## config.mk

```make
export PLATFORM = sky130hd
export DESIGN_NAME = c_keyword_counter_unit
export DESIGN_NICKNAME = d
export VERILOG_FILES = /design/src/rtl/ckc_pkg.sv /design/src/rtl/ckc_scanner.sv /design/src/rtl/ckc_cell.sv /design/src/rtl/c_keyword_counter_unit.sv
export SDC_FILE = /design/constraint.sdc
export NUM_CORES = 2
export LEC_CHECK = 0
export ABC_AREA = 1
export BUFFER_PORTS_ARGS = -buffer_cell sky130_fd_sc_hd__buf_2
export CORE_UTILIZATION = 50
export CTS_CLUSTER_DIAMETER = 80
export CTS_CLUSTER_SIZE = 25
export DETAILED_ROUTE_END_ITERATION = 10
export PLACE_DENSITY_LB_ADDON = 0.12
export SLEW_MARGIN = 10
export SYNTH_ARGS = -nofsm -noshare
export SYNTH_HDL_FRONTEND = slang
export SYNTH_SLANG_ARGS = --single-unit
```

## constraint.sdc

```tcl
create_clock -name i_clk -period 10.6 [get_ports i_clk]
set_input_delay 2.12 -clock i_clk [delete_from_list [all_inputs] [get_ports i_clk]]
set_output_delay 2.12 -clock i_clk [all_outputs]
set_load 0.03 [all_outputs]
```

## src/rtl/ckc_pkg.sv

```systemverilog
`timescale 1ns / 1ps
// ----------------------------------------------------------------------------
// ckc_pkg
// Shared types, constants and keyword table for the C keyword counter.
// ----------------------------------------------------------------------------
package ckc_pkg;

    localparam int MAX_WORD    = 100;
    localparam int NUM_KEYS    = 11;
    localparam int COUNT_WIDTH = 32;

    localparam int KEY_CHARS = 8;
    localparam int KEY_SLOTS = 16;
    localparam int LEN_W     = $clog2(MAX_WORD);
    localparam int KLEN_W    = $clog2(KEY_CHARS + 1);
    localparam int IDX_W     = 4;

    // Scanner state
    typedef enum logic [2:0] {
        MODE_NORMAL,
        MODE_WORD,
        MODE_QUOTE,
        MODE_ESC,
        MODE_SLASH,
        MODE_COMMENT,
        MODE_STAR
    } t_mode;

    typedef struct packed {
        logic [7:0] ch;
        logic       end_of_text;
    } t_in;

    typedef struct packed {
        logic [3:0]  keyword_index;
        logic [31:0] count;
        logic        is_dump;
        logic        last;
    } t_out;

    // Finished word handed from the scanner to the cell row
    typedef struct packed {
        logic                        valid;
        logic [KLEN_W-1:0]           len;
        logic [KEY_CHARS-1:0][7:0]   chars;
    } t_req;

    // Keyword text, first character in the top byte, zero padded
    function automatic logic [KEY_CHARS*8-1:0] key_word(input int k);
        logic [KEY_CHARS*8-1:0] w;
        begin
            case (k)
                0:       w = {"auto", 32'd0};
                1:       w = {"break", 24'd0};
                2:       w = {"case", 32'd0};
                3:       w = {"char", 32'd0};
                4:       w = {"const", 24'd0};
                5:       w = "continue";
                6:       w = {"default", 8'd0};
                7:       w = "unsigned";
                8:       w = {"void", 32'd0};
                9:       w = "volatile";
                10:      w = {"while", 24'd0};
                default: w = '0;
            endcase
            return w;
        end
    endfunction

    function automatic logic [KLEN_W-1:0] key_len(input int k);
        logic [KLEN_W-1:0] n;
        begin
            case (k)
                0, 2, 3, 8:  n = KLEN_W'(4);
                1, 4, 10:    n = KLEN_W'(5);
                6:           n = KLEN_W'(7);
                5, 7, 9:     n = KLEN_W'(8);
                default:     n = '0;
            endcase
            return n;
        end
    endfunction

endpackage

```

## src/rtl/ckc_scanner.sv

```systemverilog
`timescale 1ns / 1ps
// ----------------------------------------------------------------------------
// ckc_scanner
// Tokenizer: tracks strings, comments and words one character at a time and
// registers each finished candidate word for the cell row.
// ----------------------------------------------------------------------------
module ckc_scanner (
    input  logic         i_clk,
    input  logic         i_rst_n,
    input  logic         i_take,
    input  ckc_pkg::t_in i_data,
    input  logic         i_adv,
    output ckc_pkg::t_req o_req
);
    import ckc_pkg::*;

    t_mode                     r_mode, n_mode;
    logic                      r_quote, n_quote;
    logic [KEY_CHARS-1:0][7:0] r_wchars, n_wchars;
    logic [LEN_W-1:0]          r_wlen, n_wlen;
    logic                      r_wcnt, n_wcnt;
    t_req                      r_req, n_req;

    logic [7:0]                c;
    logic                      is_letter, is_wchar, is_space;
    logic                      fin;
    logic [KEY_CHARS-1:0][7:0] fin_chars;
    logic [LEN_W-1:0]          fin_len;
    logic                      fin_cnt;
    logic                      cont;
    t_mode                     mode2;
    logic [LEN_W-1:0]          grown;

    // Classify the character
    always_comb begin
        c         = i_data.ch;
        is_letter = (c >= "a" && c <= "z") || (c >= "A" && c <= "Z");
        is_wchar  = is_letter || (c >= "0" && c <= "9") || c == "_";
        is_space  = c == " " || (c >= 8'd9 && c <= 8'd13);
    end

    // Hold scanner state
    always_ff @(posedge i_clk) begin
        if (!i_rst_n) begin
            r_mode  <= MODE_NORMAL;
            r_quote <= 1'b0;
            r_wlen  <= '0;
            r_wcnt  <= 1'b0;
            r_req   <= '0;
        end else begin
            r_mode  <= n_mode;
            r_quote <= n_quote;
            r_wlen  <= n_wlen;
            r_wcnt  <= n_wcnt;
            r_req   <= n_req;
        end
    end

    always_ff @(posedge i_clk) begin
        r_wchars <= n_wchars;
    end

    // Next state and finished-word request
    always_comb begin
        n_mode    = r_mode;
        n_quote   = r_quote;
        n_wchars  = r_wchars;
        n_wlen    = r_wlen;
        n_wcnt    = r_wcnt;
        fin       = 1'b0;
        fin_chars = r_wchars;
        fin_len   = r_wlen;
        fin_cnt   = r_wcnt;
        cont      = 1'b1;
        mode2     = r_mode;
        grown     = r_wlen + LEN_W'(1);

        if (i_data.end_of_text) begin
            fin     = (r_mode == MODE_WORD);
            n_mode  = MODE_NORMAL;
            n_quote = 1'b0;
            n_wlen  = '0;
            n_wcnt  = 1'b0;
        end else begin
            // Close a word or a lone slash first
            if (r_mode == MODE_WORD) begin
                if (is_wchar) begin
                    cont   = 1'b0;
                    n_wlen = grown;
                    if (r_wlen < LEN_W'(KEY_CHARS)) begin
                        n_wchars[r_wlen[$clog2(KEY_CHARS)-1:0]] = c;
                    end
                    fin_chars = n_wchars;
                    fin_len   = grown;
                    if (grown >= LEN_W'(MAX_WORD - 1)) begin
                        fin    = 1'b1;
                        n_mode = MODE_NORMAL;
                    end
                end else begin
                    fin   = 1'b1;
                    mode2 = MODE_NORMAL;
                end
            end else if (r_mode == MODE_SLASH) begin
                if (c == "*") begin
                    cont   = 1'b0;
                    n_mode = MODE_COMMENT;
                end else begin
                    mode2 = MODE_NORMAL;
                end
            end

            // Handle the character in the resulting mode
            if (cont) begin
                n_mode = mode2;
                case (mode2)
                    MODE_QUOTE: begin
                        if (c == "\\") begin
                            n_mode = MODE_ESC;
                        end else if (c == (r_quote ? 8'h27 : 8'h22)) begin
                            n_mode = MODE_NORMAL;
                        end
                    end
                    MODE_ESC: begin
                        n_mode = MODE_QUOTE;
                    end
                    MODE_COMMENT: begin
                        if (c == "*") begin
                            n_mode = MODE_STAR;
                        end
                    end
                    MODE_STAR: begin
                        if (c == "/") begin
                            n_mode = MODE_NORMAL;
                        end else if (c != "*") begin
                            n_mode = MODE_COMMENT;
                        end
                    end
                    default: begin
                        n_mode = MODE_NORMAL;
                        if (is_space) begin
                            n_mode = MODE_NORMAL;
                        end else if (is_letter || c == "_" || c == "#") begin
                            n_wchars[0] = c;
                            n_wlen      = LEN_W'(1);
                            n_wcnt      = is_letter;
                            n_mode      = MODE_WORD;
                        end else if (c == 8'h22 || c == 8'h27) begin
                            n_quote = (c == 8'h27);
                            n_mode  = MODE_QUOTE;
                        end else if (c == "/") begin
                            n_mode = MODE_SLASH;
                        end
                    end
                endcase
            end
        end

        // Advance the request register
        n_req = r_req;
        if (i_adv) begin
            n_req.valid = 1'b0;
        end
        if (i_take) begin
            n_req.valid = fin && fin_cnt && fin_len != '0 &&
                          fin_len <= LEN_W'(KEY_CHARS);
            n_req.len   = KLEN_W'(fin_len);
            n_req.chars = fin_chars;
        end

        // Hold state when nothing is taken
        if (!i_take) begin
            n_mode   = r_mode;
            n_quote  = r_quote;
            n_wchars = r_wchars;
            n_wlen   = r_wlen;
            n_wcnt   = r_wcnt;
        end
    end

    assign o_req = r_req;

endmodule

```

## src/rtl/ckc_cell.sv

```systemverilog
`timescale 1ns / 1ps
// ----------------------------------------------------------------------------
// ckc_cell
// One keyword slot: compares the finished word with its keyword, holds the
// saturating count and passes the count down the row during a dump.
// ----------------------------------------------------------------------------
module ckc_cell (
    input  logic                                i_clk,
    input  logic                                i_rst_n,
    input  ckc_pkg::t_req                       i_req,
    input  logic                                i_adv,
    input  logic [ckc_pkg::KEY_CHARS*8-1:0]     i_key_word,
    input  logic [ckc_pkg::KLEN_W-1:0]          i_key_len,
    input  logic                                i_shift,
    input  logic [ckc_pkg::COUNT_WIDTH-1:0]     i_shift_cnt,
    output logic                                o_hit,
    output logic [ckc_pkg::COUNT_WIDTH-1:0]     o_next_cnt,
    output logic [ckc_pkg::COUNT_WIDTH-1:0]     o_cnt
);
    import ckc_pkg::*;

    logic [COUNT_WIDTH-1:0] r_cnt, n_cnt;
    logic                   eq;

    // Compare the word with this slot's keyword
    always_comb begin
        eq = (i_req.len == i_key_len);
        for (int i = 0; i < KEY_CHARS; i++) begin
            if (KLEN_W'(i) < i_req.len &&
                i_req.chars[i] != i_key_word[KEY_CHARS*8-1-8*i -: 8]) begin
                eq = 1'b0;
            end
        end
        o_hit      = i_req.valid && eq;
        o_next_cnt = (&r_cnt) ? r_cnt : r_cnt + COUNT_WIDTH'(1);
    end

    // Count on a match, shift during a dump
    always_comb begin
        n_cnt = r_cnt;
        if (i_shift) begin
            n_cnt = i_shift_cnt;
        end else if (i_adv && o_hit) begin
            n_cnt = o_next_cnt;
        end
    end

    always_ff @(posedge i_clk) begin
        if (!i_rst_n) begin
            r_cnt <= '0;
        end else begin
            r_cnt <= n_cnt;
        end
    end

    assign o_cnt = r_cnt;

endmodule

```

## src/rtl/c_keyword_counter_unit.sv

```systemverilog
`timescale 1ns / 1ps
// ----------------------------------------------------------------------------
// c_keyword_counter_unit
// Counts whole-word C keywords in a character stream and dumps the counts.
// ----------------------------------------------------------------------------
// Input channel: i_valid / o_stall with i_data = {ch, end_of_text}, one
// character per transfer. Output channel: o_valid / i_stall with
// o_res = {keyword_index, count, is_dump, last}.
// A scanner register stage tracks strings, comments and words; a finished
// word goes to a row of NUM_KEYS cells, each holding one keyword count.
// Throughput: one character per cycle while no dump runs and the output
// drains. A keyword match passes through the scanner's request register
// and then the output register before it appears on o_res.
// End of text: any open word is finished first, then the row shifts its
// counts out through cell 0, one dump entry per unstalled cycle (NUM_KEYS
// entries, last marked), clearing every count; input is stalled meanwhile.
// Reset clears all counts and returns the scanner to normal mode.
// When the receiver stalls, the output register holds its result and the
// input is stalled as soon as a pending match cannot move on.
// ----------------------------------------------------------------------------
module c_keyword_counter_unit (
    input  logic          i_clk,
    input  logic          i_rst_n,
    input  logic          i_valid,
    input  ckc_pkg::t_in  i_data,
    output logic          o_stall,
    output logic          o_valid,
    output ckc_pkg::t_out o_res,
    input  logic          i_stall
);
    import ckc_pkg::*;

    t_req                   req;
    logic                   adv;
    logic                   take;
    logic                   shift;
    logic                   r_dump, n_dump;
    logic [IDX_W-1:0]       r_didx, n_didx;
    logic                   r_out_valid, n_out_valid;
    t_out                   r_out, n_out;

    logic [NUM_KEYS-1:0]    hit;
    logic [COUNT_WIDTH-1:0] next_cnt [NUM_KEYS];
    logic [COUNT_WIDTH-1:0] cnt      [NUM_KEYS];
    logic [COUNT_WIDTH-1:0] chain_in [NUM_KEYS];
    logic                   hit_any;
    logic [IDX_W-1:0]       hit_idx;
    logic [COUNT_WIDTH-1:0] hit_cnt;

    // Output slot free next cycle
    assign adv     = !r_out_valid || !i_stall;
    assign o_stall = r_dump || (req.valid && !adv);
    assign take    = i_valid && !o_stall;
    assign shift   = r_dump && !req.valid && adv;

    ckc_scanner u_scan (
        .i_clk   (i_clk),
        .i_rst_n (i_rst_n),
        .i_take  (take),
        .i_data  (i_data),
        .i_adv   (adv),
        .o_req   (req)
    );

    // Row of keyword cells, counts shift toward cell 0
    for (genvar k = 0; k < NUM_KEYS; k++) begin : g_cell
        if (k == NUM_KEYS - 1) begin : g_top
            assign chain_in[k] = '0;
        end else begin : g_mid
            assign chain_in[k] = cnt[k+1];
        end

        ckc_cell u_cell (
            .i_clk       (i_clk),
            .i_rst_n     (i_rst_n),
            .i_req       (req),
            .i_adv       (adv),
            .i_key_word  (key_word(k)),
            .i_key_len   (key_len(k)),
            .i_shift     (shift),
            .i_shift_cnt (chain_in[k]),
            .o_hit       (hit[k]),
            .o_next_cnt  (next_cnt[k]),
            .o_cnt       (cnt[k])
        );
    end

    // Select the matching cell
    always_comb begin
        hit_any = 1'b0;
        hit_idx = '0;
        hit_cnt = '0;
        for (int k = 0; k < NUM_KEYS; k++) begin
            if (hit[k]) begin
                hit_any = 1'b1;
                hit_idx = hit_idx | IDX_W'(k);
                hit_cnt = hit_cnt | next_cnt[k];
            end
        end
    end

    // Dump sequencing and output register
    always_comb begin
        n_dump      = r_dump;
        n_didx      = r_didx;
        n_out_valid = r_out_valid;
        n_out       = r_out;
        if (take && i_data.end_of_text) begin
            n_dump = 1'b1;
        end
        if (adv) begin
            n_out_valid = 1'b0;
            if (req.valid && hit_any) begin
                n_out_valid         = 1'b1;
                n_out.keyword_index = hit_idx;
                n_out.count         = 32'(hit_cnt);
                n_out.is_dump       = 1'b0;
                n_out.last          = 1'b0;
            end else if (shift) begin
                n_out_valid         = 1'b1;
                n_out.keyword_index = r_didx;
                n_out.count         = 32'(cnt[0]);
                n_out.is_dump       = 1'b1;
                n_out.last          = (r_didx == IDX_W'(NUM_KEYS - 1));
                n_didx              = r_didx + IDX_W'(1);
                if (r_didx == IDX_W'(NUM_KEYS - 1)) begin
                    n_dump = 1'b0;
                    n_didx = '0;
                end
            end
        end
    end

    always_ff @(posedge i_clk) begin
        if (!i_rst_n) begin
            r_dump      <= 1'b0;
            r_didx      <= '0;
            r_out_valid <= 1'b0;
        end else begin
            r_dump      <= n_dump;
            r_didx      <= n_didx;
            r_out_valid <= n_out_valid;
        end
    end

    always_ff @(posedge i_clk) begin
        r_out <= n_out;
    end

    assign o_valid = r_out_valid;
    assign o_res   = r_out;

endmodule

```

**After elaboration in Yosys (flattened, before gate mapping)**

Index checks and enable logic that the tools add are counted.

- Input port bits: 13
- Bits in registers: 541
- Output and inout bits: 40
- Logic and storage cells: 524

- Magnitude comparators: 21
- Reduce and logical (&&, ||, !) cells: 141
- $add $sub $neg: 13
- Equality and inequality tests: 72
- Mux-type cells: 224
- Bitwise gates (word level): 13

Operators by type and width:

| operator | count |
|---|---|
| two-way mux 32 bit | 42 |
| inequality test 8 x 7 -> 1 bit, second input constant | 46 |
| adder 32 x 1 -> 32 bit, second input constant | 11 |
| AND reduction 32 bit | 11 |
| OR 32 bit | 10 |
| two-way mux 64 bit | 4 |
| two-way mux 1 bit | 127 |
| logical AND 1 bit | 86 |
| two-way mux 3 bit | 26 |
| two-way mux 38 bit | 2 |
| two-way mux 69 bit | 1 |
| bitwise mux 64 bit | 1 |
| two-way mux 7 bit | 8 |
| equality test 8 x 6 -> 1 bit, second input constant | 6 |
| two-way mux 8 bit | 5 |
| nonzero test 8 bit | 4 |
| nonzero test 2 bit | 15 |
| demux 8 bit (select 3 bit) | 1 |
| equality test 8 x 7 -> 1 bit, second input constant | 2 |
| >= comparator 8 x 7 -> 1 bit, second input constant | 2 |
| <= comparator 8 x 7 -> 1 bit, second input constant | 2 |
| < comparator 3 x 4 -> 1 bit, first input constant | 4 |
| two-way mux 4 bit | 4 |
| equality test 4 x 3 -> 1 bit, second input constant | 3 |
| 36 further kinds | 61 |

**Longest topological paths before layout**

- Depth in word-level cells: 33
- Depth in mapped cells: 18
- Depth with buffers taken out: 17

**Hierarchy**

Synthesis repeated with hierarchy kept, for this count alone.

- Cells, all modules: 9574
- Area total of the unflattened synthesis: 52960.8 um^2

By module, submodules not included:

| module | seq. area each (um^2) | cells each | area each (um^2) | instances |
|---|---|---|---|---|
| ckc_cell | 640.6 | 718 | 3777.4 | 11 |
| ckc_scanner | 3543.4 | 900 | 7059.3 | 1 |
| c_keyword_counter_unit | 1261.2 | 776 | 4350.4 | 1 |

**Least setup slack after synthesis**

No wires, ideal clock.

- Path kind: in2reg
- From: input i_stall
- To: register r_out (netlist bit o_res[0]), enable pin
- Data arrival time: 5.343 ns
- Setup time: 0.446 ns
- Data required time: 10.154 ns
- Slack: 4.811 ns
- Cell stages on the path: 8
- Path buffers: 3
- Cell sequence: nand2_1 > inv_1 > nor3_2 > inv_2 > clkbuf_1 > clkbuf_1 > buf_1 > a21oi_1

- Word-level cells in the longest chain between the ends: 5

Ends and longest elaborated chain:

| element | line | source |
|---|---|---|
| start: declaration | c_keyword_counter_unit.sv:29 | `input logic i_stall` |
| logical NOT 1 bit (*) | c_keyword_counter_unit.sv:51 | `assign adv = !r_out_valid \|\| !i_stall;` |
| logical OR 1 bit (*) | c_keyword_counter_unit.sv:51 |  |
| logical AND 1 bit | c_keyword_counter_unit.sv:54 | `assign shift = r_dump && !req.valid && adv;` |
| nonzero test 2 bit (no line) | -- |  |
| AND reduction 2 bit (no line) (*) | -- |  |
| end signal: assignment | c_keyword_counter_unit.sv:147 | `r_out <= n_out;` |
| end: declaration | c_keyword_counter_unit.sv:40 | `t_out r_out, n_out;` |

Mark *: on every way between the ends. The rest lies on a longest branch, timed or not.
A chain may end at the register's enable or synchronous reset.

**Worst setup path after layout**

- From: input i_stall
- To: output o_stall

- Word-level cells in the longest chain between the ends: 5

Ends and longest elaborated chain:

| element | line | source |
|---|---|---|
| logical NOT 1 bit | c_keyword_counter_unit.sv:51 |  |
| logical OR 1 bit | c_keyword_counter_unit.sv:51 |  |
| logical NOT 1 bit | c_keyword_counter_unit.sv:52 | `assign o_stall = r_dump \|\| (req.valid && !adv);` |
| logical AND 1 bit | c_keyword_counter_unit.sv:52 |  |
| logical OR 1 bit | c_keyword_counter_unit.sv:52 |  |
| end: declaration | c_keyword_counter_unit.sv:26 | `output logic o_stall,` |

Every way passes these cells.

==> reports/metrics.cfg <==
[route]
routedWlPerCell_um=23.29
drc=0
ant_nets=0
num_vias=45319
viasPerCell=6.073
drt_iter0_drc=6421
wl_um=173800
first_pass_iters=8

[place]
hpwlAfterDp_um=132600
dpl_cell_area_um2=39230
place_congestion=1.069
io_buffers=52

[clock_network]
cts.clk_slew.worst_paths_ns=0.10
htreeDepth=2
cts_buffers=41
clock_sinks=541
postCtsResizedCells=0
cts-root-buf=clkbuf_16
clock_latency_ns=0.63
holdBufCountCts=0
clock_path_buffers=3
cts_setup_buffers=0
cts_tree=built

[hold_path]
min_path_type=flip-flop to flip-flop
hold_end=u_scan.fin_cnt
hp-start=u_scan.fin_cnt
hold-path-cell-count=2

[critical_path]
r2r_start=u_scan.o_req[6]
ff2ff_setup_slack_ns=5.82
critPathCaptureType=primary output
cp_data_arrival_time_ns=3.03
cp_max_fo=15
timing.rr.end=o_res[27]
setup.worst_path.start_class=input pin
worst-r2r-cell-count=16
criticalPathCategory=input pin to primary output
required_ns=8.48

[synthesis]
yosys_warnings=0
synth_fp_nets=6561
ys_seq_elements=541
yosysTopAreaCell=nand2_1
synth_ff_type=dfxtp_1
synth.area.top_cells=nand2_1 (24%), dfxtp_1 (23%), nand3_1 (8.4%)
synth_edf_count=102
ys_seq_area_frac=0.3086
synth.distinct_cells=54
postSynthAreaPerCell_um2=5.877
synthCells=6535
synth_top_area_share=0.2353
netlist_area_um2=38410
async_flop_share=0

[die]
boundaryPins=53
die_h_um=279.2
core_area_um2=75950
dieArea_um2=77920
dieWidth_um=279.2
rows=101
start_util=0.5057

[grt]
grt_antenna_before_repair=5
grt_usage=0.4337
grt_pass1_vias=40560
overflow=0
grt_pass1_wl_um=256800
grt_max_degree=199

[layout]
ff_latch_area_um2=11850
final_common_cell=nand2_1
multiInputGateArea_um2=23220
n_fill_cell=8060
fin_util=0.5365
areaGrowthSynthToFinish_pct=6.089
final_area_um2=40740
most-common-layout-cells=nand2_1 (2406), nor2_1 (738), nand3_1 (641), inv_1 (562), dfxtp_1 (439)
nets=6426
drive_gt1_frac=0.04806

[timing]
drv_slew=0
fmax_ghz=0.1940
period_share=0.4862
finalSetupViolations=0
tightest_slew_ns=1.183
clock_skew_ns=0.04263
rsz0062_at_grt=false
tns_ns=0
period_minus_slack_ns=5.154
slew_headroom=0.2096
finalHoldWorstSlack_ns=0.4700
finalHoldViolCount=0

[power]
p_int_w=0.003021
seqPwrFrac=0.502
combPwrFrac=0.073
p_sw_w=0.001267
powerDensity_nw_per_um2=105.2
peakVddDrop_v=0.0001363
power_frac_clock=0.425
leakage_nw=14.84
power_w=0.004288
p_sw_frac=0.2954

[flow_run]
cap_violations=0

[status]
status=finished clean

-- worst max-delay path: stages --
cell	delay (ns)
buf_2	0.10
nand2_1	0.06
buf_4	0.28
nor2_1	0.07
inv_1	0.14
nand2_1	0.08
buf_2	0.19
-- cell usage after synthesis (77+ instances only) --
master,n
a21oi_1,212
a22oi_1,91
a31oi_1,238
clkbuf_1,179
dfxtp_1,439
edfxtp_1,102
inv_1,563
nand2_1,2407
nand3_1,642
nand4_1,77
nor2_1,744
nor3_1,199
o21ai_0,168
-- routing by layer --
layer	up-vias	global-route usage	routed length, µm
met1	21010	0.5666	68950
met3	522	0.06619	17190
met5	-	0	13
met4	2	0.2654	12420
met2	2665	0.6723	75210
li1	21120	-	-
-- per-stage QoR --
stage / setup WS, ns / std cells
2_1_floorplan: 4.811 / 6535
3_3_place_gp: 5.412 / 7387
3_5_place_dp: 5.350 / 7387
4_1_cts: 5.433 / 7459
5_1_grt: 5.377 / 7459
6_report: 5.446 / 7462
-- cells by family (layout without fill, tap and decap cells) --
kind of cell / Yosys count / after routing / synth area share
DFF: 541 / 541 / 0.3086
muxes: 7 / 7 / 0.002052
xor gates and xnor gates: 54 / 54 / 0.01231
AOI/OAI and AO/OA: 833 / 833 / 0.1266
and+or+nand+nor: 4213 / 4213 / 0.4576
other: 0 / 3 / 0
adders and majority gates: 13 / 13 / 0.004235
buffers and inverters: 874 / 768 / 0.08858
-- power groups by stage --
| stage | registers [W] | logic (W) | clock network, W |
|---|---|---|---|
| after global routing | 0.00216 | 0.000334 | 0.00189 |
| after global placement | 0.00220 | 0.000302 | 0 |
| final | 0.00215 | 0.000313 | 0.00182 |
| after CTS | 0.00215 | 0.000305 | 0.00182 |
| after floorplan | 0.00221 | 0.000203 | 0 |
| after detailed placement | 0.00220 | 0.000305 | 0 |
-- flip-flops by register name (all words and copies together), names as in the netlist --
register	flops
u_scan.r_wchars	64
u_scan.fin_cnt	1
u_scan.r_quote	1
u_scan.r_mode	3
r_dump	1
u_scan.o_req	69
g_cell.u_cell.o_cnt	352
o_valid	1
r_didx	4
u_scan.r_wlen	7
o_res	38
-- how the worst max path moves through the flow --
stage / from / slack, ns / cells past startpoint / end
detailed placement: i_stall / 5.35 / 12 / g_cell[8].u_cell.o_cnt[23]
global placement: i_stall / 5.41 / 12 / g_cell[8].u_cell.o_cnt[20]
global route: i_stall / 5.38 / 7 / o_stall
finish: i_stall / 5.45 / 7 / o_stall
CTS: i_stall / 5.43 / 7 / o_stall
floorplan: i_stall / 4.81 / 8 / o_res[0]
-- final cells by class --
class | instances | share of cell area
Inverter | 602 | 0.05564
Sequential cell | 541 | 0.2909
Tap cell | 1030 | 0.03163
Timing Repair Buffer | 94 | 0.01474
Antenna cell | 3 | 0.0001843
Clock buffer | 45 | 0.02607
Clock inverter | 27 | 0.01096
Multi-Input combinational cell | 5120 | 0.5699
No activity file was read; power rests on OpenSTA's default activity.
